<file path="src/rtl/core/pyramid_temporal_iir_magnifier_defines.svh">
// assertion macros shared by the core modules
`ifndef PYRAMID_TEMPORAL_IIR_MAGNIFIER_DEFINES_SVH
`define PYRAMID_TEMPORAL_IIR_MAGNIFIER_DEFINES_SVH

// condition checked at every clock edge out of reset
`define PTIM_ASSERT_ALWAYS(label, cond, msg) \
	label: assert property (@(posedge clk) disable iff (!arst_n) (cond)) else $error(msg);

// same-cycle implication
`define PTIM_ASSERT_IMPL(label, ante, cons, msg) \
	label: assert property (@(posedge clk) disable iff (!arst_n) (ante) |-> (cons)) else $error(msg);

// next-cycle implication
`define PTIM_ASSERT_NEXT(label, ante, cons, msg) \
	label: assert property (@(posedge clk) disable iff (!arst_n) (ante) |=> (cons)) else $error(msg);

`endif

</file>
<file path="src/rtl/core/ptim_pkg.sv">
`timescale 1ns / 1ps
package ptim_pkg;

	localparam int VAL_W  = 16;
	localparam int ADDR_W = 16;
	localparam int LVL_W  = 3;
	localparam int CHAN_W = 2;
	localparam int PAR_W  = 16;
	localparam int LAM_W  = 24;
	localparam int CFG_W  = 24;
	localparam int CFG_IDX_W = 3;
	localparam int GAIN_W = 18;

	typedef enum logic [CFG_IDX_W-1:0] {
		REG_ALPHA     = 3'd0,
		REG_RATE_FAST = 3'd1,
		REG_RATE_SLOW = 3'd2,
		REG_CHROMA    = 3'd3,
		REG_LAMBDA    = 3'd4
	} reg_idx_t;

	localparam logic [CHAN_W-1:0] CHAN_CB = 2'd1;
	localparam logic [CHAN_W-1:0] CHAN_CR = 2'd2;

	localparam logic [PAR_W-1:0] ALPHA_RST     = 16'd2560;
	localparam logic [PAR_W-1:0] RATE_FAST_RST = 16'd26214;
	localparam logic [PAR_W-1:0] RATE_SLOW_RST = 16'd3277;
	localparam logic [PAR_W-1:0] CHROMA_RST    = 16'd6554;
	localparam logic [LAM_W-1:0] LAMBDA_RST    = 24'd0;

	typedef struct packed {
		logic [PAR_W-1:0] alpha;
		logic [PAR_W-1:0] rate_fast;
		logic [PAR_W-1:0] rate_slow;
		logic [PAR_W-1:0] chroma_scale;
		logic [LAM_W-1:0] lambda_ratio;
	} cfg_t;

	typedef struct packed {
		logic signed [VAL_W-1:0] value;
		logic [ADDR_W-1:0]       addr;
		logic [LVL_W-1:0]        level;
		logic                    chroma;
		logic                    fend;
	} coef_t;

	typedef struct packed {
		logic                     primed;
		logic signed [VAL_W-1:0]  value;
		logic signed [VAL_W-1:0]  fast;
		logic signed [VAL_W-1:0]  slow;
		logic signed [GAIN_W-1:0] gain;
		logic                     chroma;
		logic [ADDR_W-1:0]        addr;
		logic                     fend;
	} lp_res_t;

endpackage

</file>
<file path="src/rtl/core/ptim_scale.sv">
`timescale 1ns / 1ps
`include "pyramid_temporal_iir_magnifier_defines.svh"
module ptim_scale import ptim_pkg::*; (
	input  logic              clk,
	input  logic              arst_n,
	input  cfg_t              cfg,
	input  logic              in_valid,
	input  lp_res_t           in_res,
	input  logic              out_stall,
	output logic              adv,
	output logic              out_valid,
	output logic [VAL_W-1:0]  amplified_value,
	output logic [ADDR_W-1:0] out_addr,
	output logic              out_frame_end
);

	localparam int BAND_W = VAL_W + 1;
	localparam int BP_W   = BAND_W + GAIN_W;
	localparam int AMP_W  = BP_W - 8;
	localparam int CP_W   = AMP_W + PAR_W + 1;
	localparam int CHR_W  = CP_W - 16;

	logic                    valid_s5;
	logic signed [AMP_W-1:0] val_s5;
	logic                    chroma_s5;
	logic [ADDR_W-1:0]       addr_s5;
	logic                    fend_s5;
	logic                    valid_s6;
	logic signed [CHR_W-1:0] val_s6;
	logic [ADDR_W-1:0]       addr_s6;
	logic                    fend_s6;
	logic                    out_valid_q;
	logic [VAL_W-1:0]        amp_q;
	logic [ADDR_W-1:0]       addr_q;
	logic                    fend_q;

	logic signed [BAND_W-1:0] band;
	logic signed [BP_W-1:0]   bprod;
	logic signed [AMP_W-1:0]  amp;
	logic signed [CP_W-1:0]   cprod;
	logic signed [CHR_W-1:0]  chr;
	logic [VAL_W-1:0]         sat;

	assign adv = !out_valid_q || !out_stall;

	// band-pass times level gain once primed, else the input value
	assign band  = $signed({in_res.fast[VAL_W-1], in_res.fast})
		- $signed({in_res.slow[VAL_W-1], in_res.slow});
	assign bprod = band * in_res.gain;
	assign amp   = in_res.primed ? AMP_W'((bprod + 35'sd128) >>> 8)
		: $signed({{(AMP_W-VAL_W){in_res.value[VAL_W-1]}}, in_res.value});

	// chroma attenuation, on chroma samples only
	assign cprod = val_s5 * $signed({1'b0, cfg.chroma_scale});
	assign chr   = chroma_s5 ? CHR_W'((cprod + 44'sd32768) >>> 16)
		: $signed({val_s5[AMP_W-1], val_s5});

	always_comb begin
		if (val_s6 > 28'sd32767) begin
			sat = 16'h7fff;
		end else if (val_s6 < -28'sd32768) begin
			sat = 16'h8000;
		end else begin
			sat = val_s6[VAL_W-1:0];
		end
	end

	always_ff @(posedge clk or negedge arst_n) begin
		if (!arst_n) begin
			valid_s5    <= 1'b0;
			valid_s6    <= 1'b0;
			out_valid_q <= 1'b0;
		end else if (adv) begin
			valid_s5    <= in_valid;
			valid_s6    <= valid_s5;
			out_valid_q <= valid_s6;
		end
	end

	always_ff @(posedge clk) begin
		if (adv) begin
			val_s5    <= amp;
			chroma_s5 <= in_res.chroma;
			addr_s5   <= in_res.addr;
			fend_s5   <= in_res.fend;
			val_s6    <= chr;
			addr_s6   <= addr_s5;
			fend_s6   <= fend_s5;
			amp_q     <= sat;
			addr_q    <= addr_s6;
			fend_q    <= fend_s6;
		end
	end

	assign out_valid       = out_valid_q;
	assign amplified_value = amp_q;
	assign out_addr        = addr_q;
	assign out_frame_end   = fend_q;

	`PTIM_ASSERT_NEXT(a_pipe_hold, valid_s6 && !adv, $stable(val_s6) && $stable(addr_s6), "pipeline moved while held")

endmodule

</file>
<file path="config.mk">
export PLATFORM = sky130hd
export DESIGN_NAME = ptim_scale
export DESIGN_NICKNAME = d
export VERILOG_FILES = /design/src/rtl/core/ptim_pkg.sv /design/src/rtl/core/ptim_scale.sv
export VERILOG_INCLUDE_DIRS = /design/src /design/src/rtl/core
export SDC_FILE = /design/constraint.sdc
export NUM_CORES = 2
export LEC_CHECK = 0
export BUFFER_PORTS_ARGS = -buffer_cell sky130_fd_sc_hd__buf_2
export CORE_MARGIN = 5
export CORE_UTILIZATION = 40
export CTS_CLUSTER_SIZE = 25
export DETAILED_ROUTE_END_ITERATION = 10
export GPL_TIMING_DRIVEN = 0
export PLACE_DENSITY_LB_ADDON = 0.25
export SYNTH_ARGS = -nofsm -noshare
export SYNTH_HDL_FRONTEND = slang
export SYNTH_SLANG_ARGS = --single-unit
</file>
<file path="constraint.sdc">
create_clock -name clk -period 7.2 [get_ports clk]
set_clock_uncertainty 0.05 [all_clocks]
set_input_delay 1.08 -clock clk [delete_from_list [all_inputs] [get_ports clk]]
set_output_delay 1.08 -clock clk [all_outputs]
set_load 0.03 [all_outputs]
</file>
==> run_results.csv <==
group,metric,value,unit
placed_design,numPortBuffers,128,
job,maxCapViolCount,0,
sta,setup_viol,22,
global_route,antenna_found_initial,4,
cts,clkSinkCount,126,
sta,fin_ws,-1.03,ns
cells_and_area,drive_gt1_frac,0.147,
route,initialDrtViolationCount,1342,
sta,hold_viol,0,
synthesis,async_reset_ff_frac,0.0238,
die,die_y,291,um
sta,finalSetupTns,-15.62,ns
global_route,gr-usage-all-layers,0.217,
cts,cts_tree,"yes",
die,die_area,84700,sq um
die,row_count,103,
synthesis,synth-edff-count,123,
critical_path,reg2regPathDepth,21,
critical_path,r2r_slack,0.15,ns
cells_and_area,layoutNonFillerInstCount,4509,
global_route,grt_pass1_vias,24200,
die,pin_count,212,
synthesis,ys_seq_elements,126,
route,routed_wl,90000,um
cells_and_area,area_growth,14.9,%
cts,cts_hold_buf,0,
sta,report.final.slew_viol_count,0,
synthesis,synth_cells,3211,
route,firstDrtPassIters,5,
global_route,overflow,0,
sta,max_freq,122,MHz
critical_path,cp_max_fo,5,
critical_path,required,7.41,ns
die,fp.dieW,291,um
critical_path,start_kind,"input port",
critical_path,critPathKind,"input port to flip-flop",
cts,h-tree-depth,4,
global_route,grt_pass1_wl,142000,um
global_route,grt_max_degree,65,
critical_path,crit_end,"val_s5[20]",
synthesis,yosysWarnings,0,
route,vias,22400,
synthesis,syn_avg_cell_area,9.84,sq um
placed_design,gp_congestion,0.917,
cts,cts_buffers,17,
critical_path,critPathArrivalTime,8.44,ns
placed_design,dp_worst_setup_slack,-2.51,ns
synthesis,synth_flop_cell,"edfxtp_1",
critical_path,cp_slowest_cell,"fa_2",
status,status,"complete, but fails checks",
critical_path,regToRegEndpoint,"val_s6[24]",
placed_design,dp_hpwl,72800,um
critical_path,crit_top_cell,"fa_1",
synthesis,netlist_area,31600,sq um
sta,fin_crit,8.23,ns
route,postRouteAntennaNets,0,
synthesis,ys_types,68,
route,drc,0,
cells_and_area,fillCellCount,7596,
placed_design,numPlacedInstances,4390,
critical_path,r2r-start,"val_s5[20]",
sta,final_min_period_over_clock_period,1.14,
synthesis,synth_seq_area_share,0.119,
critical_path,cp_slowest_stage_delay,0.57,ns
sta,max_slew_margin,0.259,
die,core,78600,sq um
worst_hold_path,hold_class,"input port to async pin",
status,violations,"setup timing",
critical_path,end_kind,"flip-flop",
cts,clkLatencyLatePin,0.49,ns
route,via_per_inst,4.97,
cts,cts.path.max_buffers,2,
cts,clk_pin_slew,0.09,ns
sta,tightest_slew,1.11,ns
critical_path,crit_start,"in_res[52]",
synthesis,syn_nets,4343,
cts,root_buffer,"clkbuf_16",
die,initial_core_util,0.402,
cells_and_area,nNetsFinal,4577,
sta,rsz0062_at_grt,"true",
route,wl_per_cell,20.0,um
-- what timing repair did --
action,4_1_cts,5_1_grt
endpoints found under the setup margin,49,39
resized for setup,200,124
pin swaps,68,43
buffers inserted,61,26
gates cloned,2,0
-- worst min path at each step --
stage,to,startpoint
global route,out_valid,arst_n
floorplan,addr_s6[0],addr_s5[0]
detailed placement,addr_s6[7],addr_s5[7]
finish,out_valid,arst_n
global placement,out_addr[1],addr_s6[1]
CTS,valid_s5,arst_n
-- Yosys cell counts (all sizes together) (20+ instances only) --
| cell type | n | share of area |
|---|---|---|
| inv | 796 | 0.095 |
| fa | 730 | 0.46 |
| nand2 | 403 | 0.048 |
| and2 | 278 | 0.055 |
| ha | 225 | 0.089 |
| edfxtp | 123 | 0.12 |
| clkbuf | 115 | 0.014 |
| a21oi | 55 | 0.0087 |
| nor2 | 44 | 0.0052 |
| xnor2 | 44 | 0.012 |
| nor2b | 40 | 0.0079 |
| nand3 | 36 | 0.0057 |
| mux2 | 30 | 0.011 |
| o21ai | 30 | 0.0049 |
| a21o | 28 | 0.0068 |
| o21a | 27 | 0.0064 |
| xor2 | 20 | 0.0055 |
-- registers in the layout, indices dropped and copies added (netlist names), 16 cells and up --
signal and flops:
val_s6 28, val_s5 27, addr_s5 16, addr_s6 16
amplified_value 16, out_addr 16
-- cell usage in the layout, fill, tap and decap left out, types with 15 or more instances in the layout --
cell,netlist,routed
a21o_1,25,25
a21oi_1,55,40
and2_1,278,278
buf_2,1,125
buf_4,1,80
buf_6,0,17
clkbuf_1,113,44
clkbuf_16,0,17
clkbuf_2,0,28
edfxtp_1,123,123
fa_1,730,719
ha_1,225,204
ha_4,0,15
inv_1,796,786
mux2_2,30,27
nand2_1,403,394
nand3_1,36,34
nor2_1,44,39
nor2b_1,40,37
o21a_1,27,26
xnor2_1,44,37
xor2_1,20,16
-- layout make-up --
type,count,area [sq um],area share
antenna,1,2.50,0.0000690
timing repair buffer,215,1420,0.0392
buffer,117,766,0.0211
clock inverter,15,186,0.00514
clock buffer,17,425,0.0117
inverter,796,3000,0.0826
multi-input combinational,2172,25400,0.700
tap,1050,1310,0.0362
sequential,126,3770,0.104
-- logic make-up (layout without fill, tap and decap cells) --
family	count (synthesis)	in the layout	synth area share
muxes	30	30	0.0107
adders and majority gates	955	955	0.552
xor gates and xnor gates	64	64	0.0177
and+or+nand+nor	900	901	0.143
other	0	1	0
AOI/OAI and AO/OA	221	222	0.0482
buffers and inverters	915	1160	0.110
DFF	126	126	0.119
-- worst max-delay path: cells and delay by family --
family,cells,cell delay (ns)
and+or+nand+nor,6,1.10
buffers and inverters,6,0.44
AOI/OAI and AO/OA,10,2.08
adders and majority gates,9,3.72
-- through the flow --
step                      utilization  area, sq um  hold slack, ns
final                           0.462        36300           0.319
after global routing            0.462        36300           0.290
after CTS                       0.454        35700           0.271
after detailed placement        0.430        33800           0.355
after global placement          0.430        33800           0.351
after floorplan                     -        31800           0.350
-- routing by layer --
| layer | track usage | vias up | wire length (um) |
|---|---|---|---|
| met2 | 0.355 | 697 | 42800 |
| met1 | 0.303 | 11500 | 38800 |
| met4 | 0.0575 | 4 | 2580 |
| met5 | 0 | - | 27 |
| li1 | - | 10100 | - |
| met3 | 0.0360 | 123 | 5770 |
Power is not shown: default switching activity piles up to over one toggle a cycle in this logic, so the estimate is an artifact.
