### config.mk
export PLATFORM = sky130hd
export DESIGN_NAME = ptim_index
export DESIGN_NICKNAME = d
export VERILOG_FILES = /design/src/rtl/core/ptim_pkg.sv /design/src/rtl/core/ptim_index.sv
export VERILOG_INCLUDE_DIRS = /design/src /design/src/rtl/core
export SDC_FILE = /design/constraint.sdc
export NUM_CORES = 1
export LEC_CHECK = 0
export BUFFER_PORTS_ARGS = -buffer_cell sky130_fd_sc_hd__buf_2
export CORE_ASPECT_RATIO = 1.25
export CORE_MARGIN = 3
export CORE_UTILIZATION = 51
export CTS_CLUSTER_DIAMETER = 30
export DETAILED_ROUTE_END_ITERATION = 6
export PLACE_DENSITY = 0.88
export SLEW_MARGIN = 20
export SYNTH_ARGS = -nofsm -noshare
export SYNTH_HDL_FRONTEND = slang
export SYNTH_SLANG_ARGS = --single-unit
### constraint.sdc
create_clock -name clk -period 1.1 [get_ports clk]
set_input_delay 0.275 -clock clk [delete_from_list [all_inputs] [get_ports clk]]
set_output_delay 0.275 -clock clk [all_outputs]
set_load 0.005 [all_outputs]
### src/rtl/core/pyramid_temporal_iir_magnifier_defines.svh
// assertion macros shared by the core modules
`ifndef PYRAMID_TEMPORAL_IIR_MAGNIFIER_DEFINES_SVH
`define PYRAMID_TEMPORAL_IIR_MAGNIFIER_DEFINES_SVH

// condition checked at every clock edge out of reset
`define PTIM_ASSERT_ALWAYS(label, cond, msg) \
	label: assert property (@(posedge clk) disable iff (!arst_n) (cond)) else $error(msg);

// same-cycle implication
`define PTIM_ASSERT_IMPL(label, ante, cons, msg) \
	label: assert property (@(posedge clk) disable iff (!arst_n) (ante) |-> (cons)) else $error(msg);

// next-cycle implication
`define PTIM_ASSERT_NEXT(label, ante, cons, msg) \
	label: assert property (@(posedge clk) disable iff (!arst_n) (ante) |=> (cons)) else $error(msg);

`endif

### src/rtl/core/ptim_pkg.sv
`timescale 1ns / 1ps
package ptim_pkg;

	localparam int VAL_W  = 16;
	localparam int ADDR_W = 16;
	localparam int LVL_W  = 3;
	localparam int CHAN_W = 2;
	localparam int PAR_W  = 16;
	localparam int LAM_W  = 24;
	localparam int CFG_W  = 24;
	localparam int CFG_IDX_W = 3;
	localparam int GAIN_W = 18;

	typedef enum logic [CFG_IDX_W-1:0] {
		REG_ALPHA     = 3'd0,
		REG_RATE_FAST = 3'd1,
		REG_RATE_SLOW = 3'd2,
		REG_CHROMA    = 3'd3,
		REG_LAMBDA    = 3'd4
	} reg_idx_t;

	localparam logic [CHAN_W-1:0] CHAN_CB = 2'd1;
	localparam logic [CHAN_W-1:0] CHAN_CR = 2'd2;

	localparam logic [PAR_W-1:0] ALPHA_RST     = 16'd2560;
	localparam logic [PAR_W-1:0] RATE_FAST_RST = 16'd26214;
	localparam logic [PAR_W-1:0] RATE_SLOW_RST = 16'd3277;
	localparam logic [PAR_W-1:0] CHROMA_RST    = 16'd6554;
	localparam logic [LAM_W-1:0] LAMBDA_RST    = 24'd0;

	typedef struct packed {
		logic [PAR_W-1:0] alpha;
		logic [PAR_W-1:0] rate_fast;
		logic [PAR_W-1:0] rate_slow;
		logic [PAR_W-1:0] chroma_scale;
		logic [LAM_W-1:0] lambda_ratio;
	} cfg_t;

	typedef struct packed {
		logic signed [VAL_W-1:0] value;
		logic [ADDR_W-1:0]       addr;
		logic [LVL_W-1:0]        level;
		logic                    chroma;
		logic                    fend;
	} coef_t;

	typedef struct packed {
		logic                     primed;
		logic signed [VAL_W-1:0]  value;
		logic signed [VAL_W-1:0]  fast;
		logic signed [VAL_W-1:0]  slow;
		logic signed [GAIN_W-1:0] gain;
		logic                     chroma;
		logic [ADDR_W-1:0]        addr;
		logic                     fend;
	} lp_res_t;

endpackage

### src/rtl/core/ptim_index.sv
`timescale 1ns / 1ps
`include "pyramid_temporal_iir_magnifier_defines.svh"
module ptim_index import ptim_pkg::*; #(
	parameter int COEFF_DEPTH = 65536
) (
	input  logic                           clk,
	input  logic                           arst_n,
	input  logic                           adv,
	input  logic                           in_accept,
	input  coef_t                          in_coef,
	output logic                           item_valid,
	output coef_t                          item,
	output logic [$clog2(COEFF_DEPTH)-1:0] item_idx
);

	localparam int IDX_W   = $clog2(COEFF_DEPTH);
	localparam int RECIP_W = 25;
	localparam int PROD_W  = ADDR_W + RECIP_W;
	localparam int QUOT_W  = PROD_W - 32;
	localparam int REM_W   = ADDR_W + 1;
	localparam logic [RECIP_W-1:0] RECIP   = RECIP_W'((64'd1 << 32) / COEFF_DEPTH);
	localparam logic [REM_W-1:0]   DEPTH_C = REM_W'(COEFF_DEPTH);

	logic              valid_s1;
	coef_t             coef_s1;
	logic              valid_s2;
	coef_t             coef_s2;
	logic [QUOT_W-1:0] quot_s2;

	logic [PROD_W-1:0]       prod;
	logic [QUOT_W+REM_W-1:0] qd;
	logic [REM_W-1:0]        rem;
	logic [REM_W-1:0]        rem_fix;

	// quotient estimate is exact or one low
	assign prod    = PROD_W'(coef_s1.addr) * PROD_W'(RECIP);
	assign qd      = (QUOT_W+REM_W)'(quot_s2) * (QUOT_W+REM_W)'(DEPTH_C);
	assign rem     = {1'b0, coef_s2.addr} - qd[REM_W-1:0];
	assign rem_fix = (rem >= DEPTH_C) ? (rem - DEPTH_C) : rem;

	always_ff @(posedge clk or negedge arst_n) begin
		if (!arst_n) begin
			valid_s1 <= 1'b0;
			valid_s2 <= 1'b0;
		end else if (adv) begin
			valid_s1 <= in_accept;
			valid_s2 <= valid_s1;
		end
	end

	always_ff @(posedge clk) begin
		if (adv) begin
			coef_s1 <= in_coef;
			coef_s2 <= coef_s1;
			quot_s2 <= prod[PROD_W-1:32];
		end
	end

	assign item_valid = valid_s2;
	assign item       = coef_s2;
	assign item_idx   = rem_fix[IDX_W-1:0];

	`PTIM_ASSERT_IMPL(a_idx_range, valid_s2, rem_fix < DEPTH_C, "memory index out of range")

endmodule

==> impl_summary.log, run 1 <==
[metrics] post-DP HPWL: 2.66 mm
[metrics] number of instances in the synthesized netlist: 94
[metrics] synthesis-stage register bit count: 76
[metrics] slew at the pin closest to its max-slew limit: 201 ps
[metrics] hold violation total from the final report: 0
[metrics] maximum count of clock buffers along a single path: 2
[metrics] critical path required time: 820 ps
[metrics] kind of cell adding the most delay to the critical path: flip-flops
[metrics] logic depth of the worst setup path including buffers: 1
[metrics] type of the tightest min-delay check: input pin to flip-flop
[metrics] full die area: 5600 um2
[metrics] count of distinct cell types in the synthesized netlist: 4
[metrics] result of the run: complete, but fails checks
[metrics] maximum net fanout on the critical path: 1
[metrics] floorplan die width: 67.5 um
[metrics] data arrival time at the worst-slack endpoint: 870 ps
[metrics] leading cell type in the layout, fill and taps excluded: buf_2
[metrics] critical setup path kind: flip-flop to output port
[metrics] number of instances on the worst hold path: 1
[metrics] Antenna Cells: 0
[metrics] number of cell rows: 27
[metrics] DRC violation count after routing: 0
[metrics] r2r worst-path depth: 1
[metrics] Final Routed Wirelength: 3.58 mm
[metrics] violated checks: negative setup slack
[metrics] Placement Setup Slack: 23.1 ps
[metrics] mean area per synthesized cell: 25.7 um2
[metrics] net count reported at finish: 232
[metrics] non-filler instance count after layout: 254
[metrics] number of buffers added by the clock tree synthesis step: 9
[metrics] total track usage: 14.4%
[metrics] Synth area leader: edfxtp_1
[metrics] Setup Fix Bufs, Post-CTS: 0
[metrics] area overhead of the layout relative to synthesis: 30.1%
[metrics] Relative slew margins: 86.6%
[metrics] via count of the first global-routing pass: 1,164
[metrics] Tcrit/Tclk final: 104%
[metrics] VDD IR-drop max: 1290 uV
[metrics] R2R Path Start: valid_s1
[metrics] capturing element type of the critical path: output port
[metrics] leakage dissipation: 1.28 nW
[metrics] portion of synthesized cell area occupied by the leading cell type: 92.0%
[metrics] tightest hold margin: 114 ps
[metrics] Num Clock Sinks: 76
[metrics] RSZ-0062 raised after global routing: true
[metrics] Power Density: 1910 nW/um2
[metrics] total I/O pin count: 95
[metrics] max frequency: 872 MHz
[metrics] startpoint of the most critical setup path: item[3]
[metrics] slack of the worst reg-to-reg path: 350 ps
[metrics] setup skew after layout: 4.52 ps
[metrics] register clock-pin slew on the reported worst setup and hold paths: 70 ps
[metrics] CTS root buf: clkbuf_8
[metrics] fin. max-slew vios: 0
[metrics] Fillers: 290
[metrics] worst path cell trace: buf_2
[metrics] netlist area before placement: 2410 um2
[metrics] H-tree levels: 3
[metrics] CTS tree: done
[metrics] number of max-cap violations: 0
[metrics] number of design-rule violations left by the first detailed-router iteration: 91
[metrics] Core Area: 4490 um2
[metrics] wire length of the first global-routing pass: 5.59 mm
[metrics] initial antenna violation count: 0
[metrics] end of the worst register-to-register path: item_valid
[metrics] latest clock arrival within the worst-skew pair: 330 ps
[metrics] CP endpoint: item[3]
[metrics] # port buffers: 94
[metrics] number of nets with antenna violations after routing: 0
[metrics] fraction of layout instances using a drive strength above 1: 60.7%
[metrics] detailed-router iteration count before antenna repair: 4
[metrics] post-detailed-route via-to-cell ratio: 4.48
[metrics] Slowest-stage cell, CP: edfxtp_1
[metrics] CP bufs+invs: 1
[metrics] last weighted congestion value of the routability-driven placer: 0.677
[metrics] critical path startpoint category: flip-flop
[metrics] pin count of the biggest net entering global routing: 41
[metrics] post-layout worst setup margin: -46.5 ps
[metrics] number of warnings printed during yosys synthesis: 0
[metrics] starting density of the core: 53.7%
[metrics] die height: 82.9 um
[metrics] Routed WL per cell: 14.1 um
[metrics] placed insts: 237
[metrics] sequential share of the synthesized area: 94.1%
[metrics] commonest cells after routing, fill and taps aside: 94 x buf_2, 74 x edfxtp_1, 9 x clkbuf_8
[metrics] Setup Viol. Count Final: 42
[metrics] aggregate global routing overflow: 0
[metrics] ranking of synthesized cells by area: edfxtp_1 92%, buf_4 5.0%, dfrtp_1 2.1%
[metrics] Critical Path Max Stage Delay: 400 ps
[metrics] Final min period: 1150 ps
[metrics] net count after synthesis: 135
[metrics] number of vias in the routed layout: 1,137
==> sequential cells by signal (all words and copies together), names as in the netlist <==
signal,flops
valid_s1,1
item_valid,1
item,37
coef_s1,37
==> final cells by class <==
cell class                      instances  area (um2)  area share, %
Clock buffer                            9         124           3.94
Clock inverter                          7        91.3           2.91
Multi-Input combinational cell          2        22.5          0.717
Sequential cell                        76        2270           72.4
Tap cell                               58        72.6           2.31
Timing Repair Buffer                  102         558           17.8
==> logic make-up after synthesis <==
logic type             Yosys count  share of synthesized area [%]
DFF                             76                           94.1
muxes                            2                          0.933
buffers and inverters           16                           4.97
==> worst min path at each step <==
stage / from / end
3_5_place_dp: arst_n / item_valid
2_1_floorplan: arst_n / item_valid
3_3_place_gp: arst_n / valid_s1
5_1_grt: in_coef[20] / coef_s1[20]
4_1_cts: in_coef[0] / coef_s1[0]
6_report: in_coef[0] / coef_s1[0]
==> stage by stage <==
step | TNS [ps] | utilization [%] | area, um2 | power [mW]
global placement | 0 | 64.9 | 2920 | 3.84
floorplan | 0 | - | 2410 | 3.62
CTS | -2180 | 69.9 | 3140 | 6.07
finish | -771 | 69.9 | 3140 | 5.99
detailed placement | 0 | 64.9 | 2920 | 3.87
global route | -3600 | 69.9 | 3140 | 6.27
==> repair_timing <==
item,4_1_cts,5_1_grt
gates resized for setup,0,0
setup endpoints to repair,54,54
hold buffers,1,0
hold endpoints to repair,2,0
gates cloned,0,0
==> where the power goes <==
| group | leakage [nW] | switching, mW | internal (mW) |
|---|---|---|---|
| Combinational | 0.425 | 0.145 | 0.168 |
| Sequential | 0.748 | 0.0579 | 3.42 |
| Clock | 0.109 | 0.931 | 1.27 |
| Total | 1.28 | 1.13 | 4.86 |
==> synth_stat cells, drive strengths merged <==
cell and number:
mux2 2, edfxtp 74, dfrtp 2, buf 16
==> routing by layer <==
layer | track usage (%) | vias up | part of all wire, %
met4 | 10.9 | 0 | 3.9
li1 | - | 541 | -
met3 | 4.33 | 10 | 7.1
met1 | 14.4 | 525 | 34
met5 | 0 | - | 0
met2 | 24.0 | 61 | 55
No activity file was read; power rests on OpenSTA's default activity.
==> run 2: changes to the inputs <==
CORE_UTILIZATION = 47   (was 51)
PLACE_DENSITY = 0.83   (was 0.88)
clock period = 1.22 ns   (was 1.1 ns; I/O delays follow)
==> run 2 against run 1 <==
  * Critical path type unchanged
  * Largest power group unchanged
  * Non-clock buffer count down 2
  * Worst setup slack better by 100 ps
  * The flow now finishes without violations
  * Cell count down 0.39%
  * Clock power down 23%
  * Sequential cell count unchanged
==> impl_summary.log, run 2 (same netlist as run 1, synthesis figures left out) <==
[metrics] maximum net fanout on the critical path: 2 (was 1)
[metrics] Slowest-stage cell, CP: edfxtp_1 (unchanged)
[metrics] tightest hold margin: 145 ps (was 114 ps)
[metrics] total track usage: 12.5% (was 14.4%)
[metrics] number of nets with antenna violations after routing: 0 (unchanged)
[metrics] via count of the first global-routing pass: 1,112 (was 1,164)
[metrics] startpoint of the most critical setup path: item[14] (was item[3])
[metrics] Power Density: 1660 nW/um2 (was 1910 nW/um2)
[metrics] Relative slew margins: 87.8% (was 86.6%)
[metrics] starting density of the core: 49.9% (was 53.7%)
[metrics] fin. max-slew vios: 0 (unchanged)
[metrics] max frequency: 857 MHz
[metrics] number of design-rule violations left by the first detailed-router iteration: 29 (was 91)
[metrics] Routed WL per cell: 13.9 um (was 14.1 um)
[metrics] die height: 86.1 um (was 82.9 um)
[metrics] # port buffers: 94 (unchanged)
[metrics] DRC violation count after routing: 0 (unchanged)
[metrics] commonest cells after routing, fill and taps aside: 93 x buf_2, 74 x edfxtp_1, 9 x clkbuf_8 (was 94 x buf_2, 74 x edfxtp_1, 9 x clkbuf_8)
[metrics] CTS root buf: clkbuf_8 (unchanged)
[metrics] Antenna Cells: 0 (unchanged)
[metrics] critical path startpoint category: flip-flop (unchanged)
[metrics] net switching fraction of the power: 18.6% (was 18.9%)
[metrics] net switching component of the power: 0.948 mW (was 1.13 mW)
[metrics] maximum count of clock buffers along a single path: 2 (unchanged)
[metrics] net count reported at finish: 230 (was 232)
[metrics] Core Area: 4830 um2 (was 4490 um2)
[metrics] VDD IR-drop max: 1150 uV (was 1290 uV)
[metrics] last weighted congestion value of the routability-driven placer: 0.713 (was 0.677)
[metrics] post-route design area: 3080 um2 (was 3140 um2)
[metrics] slew at the pin closest to its max-slew limit: 183 ps (was 201 ps)
[metrics] aggregate global routing overflow: 0 (unchanged)
[metrics] capturing element type of the critical path: output port (unchanged)
[metrics] initial antenna violation count: 0 (unchanged)
[metrics] data arrival time at the worst-slack endpoint: 860 ps (was 870 ps)
[metrics] worst path cell trace: buf_2 (unchanged)
[metrics] r2r worst-path depth: 1 (unchanged)
[metrics] full die area: 6040 um2 (was 5600 um2)
[metrics] Final min period: 1170 ps
[metrics] Num Clock Sinks: 76 (unchanged)
[metrics] hold violation total from the final report: 0 (unchanged)
[metrics] pin count of the biggest net entering global routing: 30 (was 41)
[metrics] post-placement cell area: 2890 um2 (was 2920 um2)
[metrics] Tcrit/Tclk final: 95.6%
[metrics] logic depth of the worst setup path including buffers: 1 (unchanged)
[metrics] leading cell type in the layout, fill and taps excluded: buf_2 (unchanged)
[metrics] setup skew after layout: 6.93 ps (was 4.52 ps)
[metrics] CTS-repair resized insts: 0 (unchanged)
[metrics] register clock-pin slew on the reported worst setup and hold paths: 70 ps (about the same)
[metrics] critical path required time: 910 ps (was 820 ps)
[metrics] wire length of the first global-routing pass: 5.34 mm (was 5.59 mm)
[metrics] detailed-router iteration count before antenna repair: 4 (unchanged)
[metrics] post-layout worst setup margin: 53.7 ps (was -46.5 ps)
[metrics] clock share of power: 33.2% (was 36.7%)
[metrics] number of max-cap violations: 0 (unchanged)
[metrics] leakage dissipation: 1.25 nW (was 1.28 nW)
[metrics] post-detailed-route via-to-cell ratio: 4.41 (was 4.48)
[metrics] kind of cell adding the most delay to the critical path: flip-flops (unchanged)
[metrics] Logic pwr share: 5.3% (was 5.2%)
[metrics] fraction of layout instances using a drive strength above 1: 58.0% (was 60.7%)
[metrics] H-tree levels: 3 (unchanged)
[metrics] critical setup path kind: flip-flop to output port (unchanged)
[metrics] result of the run: completed (was complete, but fails checks)
[metrics] RSZ-0062 raised after global routing: true (unchanged)
[metrics] type of the tightest min-delay check: input pin to flip-flop (unchanged)
[metrics] Critical Path Max Stage Delay: 390 ps (was 400 ps)
[metrics] Setup Viol. Count Final: 0 (was 42)
[metrics] number of instances on the worst hold path: 1 (unchanged)
[metrics] Fillers: 331 (was 290)
[metrics] number of buffers added by the clock tree synthesis step: 9 (unchanged)
[metrics] Placement Setup Slack: 153 ps (was 23.1 ps)
[metrics] R2R Path Start: valid_s1 (unchanged)
[metrics] CTS tree: done (unchanged)
[metrics] slack of the worst reg-to-reg path: 470 ps (was 350 ps)
[metrics] latest clock arrival within the worst-skew pair: 330 ps (about the same)
[metrics] total I/O pin count: 95 (unchanged)
[metrics] area overhead of the layout relative to synthesis: 27.4% (was 30.1%)
[metrics] floorplan die width: 70.1 um (was 67.5 um)
[metrics] number of vias in the routed layout: 1,116 (was 1,137)
[metrics] CP bufs+invs: 1 (unchanged)
[metrics] CP endpoint: item_idx[9] (was item[3])
[metrics] post-DP HPWL: 2.68 mm (was 2.66 mm)
[metrics] end of the worst register-to-register path: item_valid (unchanged)
[metrics] Int Pwr: 4.16 mW (was 4.86 mW)
[metrics] Seq pwr share: 61.5% (was 58.1%)
[metrics] Final Routed Wirelength: 3.52 mm (was 3.58 mm)
[metrics] number of cell rows: 28 (was 27)
-- run 2: what timing repair did --
action                                  4_1_cts  5_1_grt
endpoints found under the setup margin        0        3
setup buffers                                 0        0
endpoints found under the hold margin         2        0
hold buffers                                  1        0
-- run 2: worst min-delay path by stage --
stage	slack, ps	startpoint	endpoint
2_1_floorplan	9	arst_n	item_valid
5_1_grt	120	in_coef[7]	coef_s1[7]
3_5_place_dp	100	arst_n	item_valid
6_report	150	in_coef[13]	coef_s1[13]
3_3_place_gp	90	arst_n	valid_s1
4_1_cts	130	in_coef[29]	coef_s1[29]
-- run 2: layer usage --
layer | track usage (%) | wire, um
met1 | 12.4 | 1240
met2 | 20.9 | 1870
met3 | 4.69 | 221
met4 | 9.58 | 190
met5 | 0 | 0
-- run 2: metrics by stage --
stage               instances  TNS (ps)  util (%)  total power, mW
finish                    253         0      63.6             5.11
global route              253     -22.9      63.6             5.33
CTS                       253         0      63.6             5.17
detailed placement        237         0      59.8             3.48
global placement          237         0      59.8             3.46
floorplan                  94         0         -             3.27
-- run 2: power groups by stage --
stage / logic (mW) / registers (mW) / clock network, mW
2_1_floorplan: 0.0603 / 3.20 / 0
3_3_place_gp: 0.271 / 3.19 / 0
3_5_place_dp: 0.277 / 3.20 / 0
4_1_cts: 0.280 / 3.14 / 1.74
5_1_grt: 0.299 / 3.16 / 1.87
6_report: 0.272 / 3.14 / 1.70
-- run 2: area by class of cell --
| class | instances | area (um2) | share of cell area (%) |
|---|---|---|---|
| clock buffer | 12 | 135 | 4.39 |
| multi-input combinational | 2 | 22.5 | 0.732 |
| timing repair buffer | 100 | 533 | 17.3 |
| sequential | 76 | 2270 | 73.9 |
| tap | 60 | 75.1 | 2.44 |
| clock inverter | 3 | 38.8 | 1.26 |
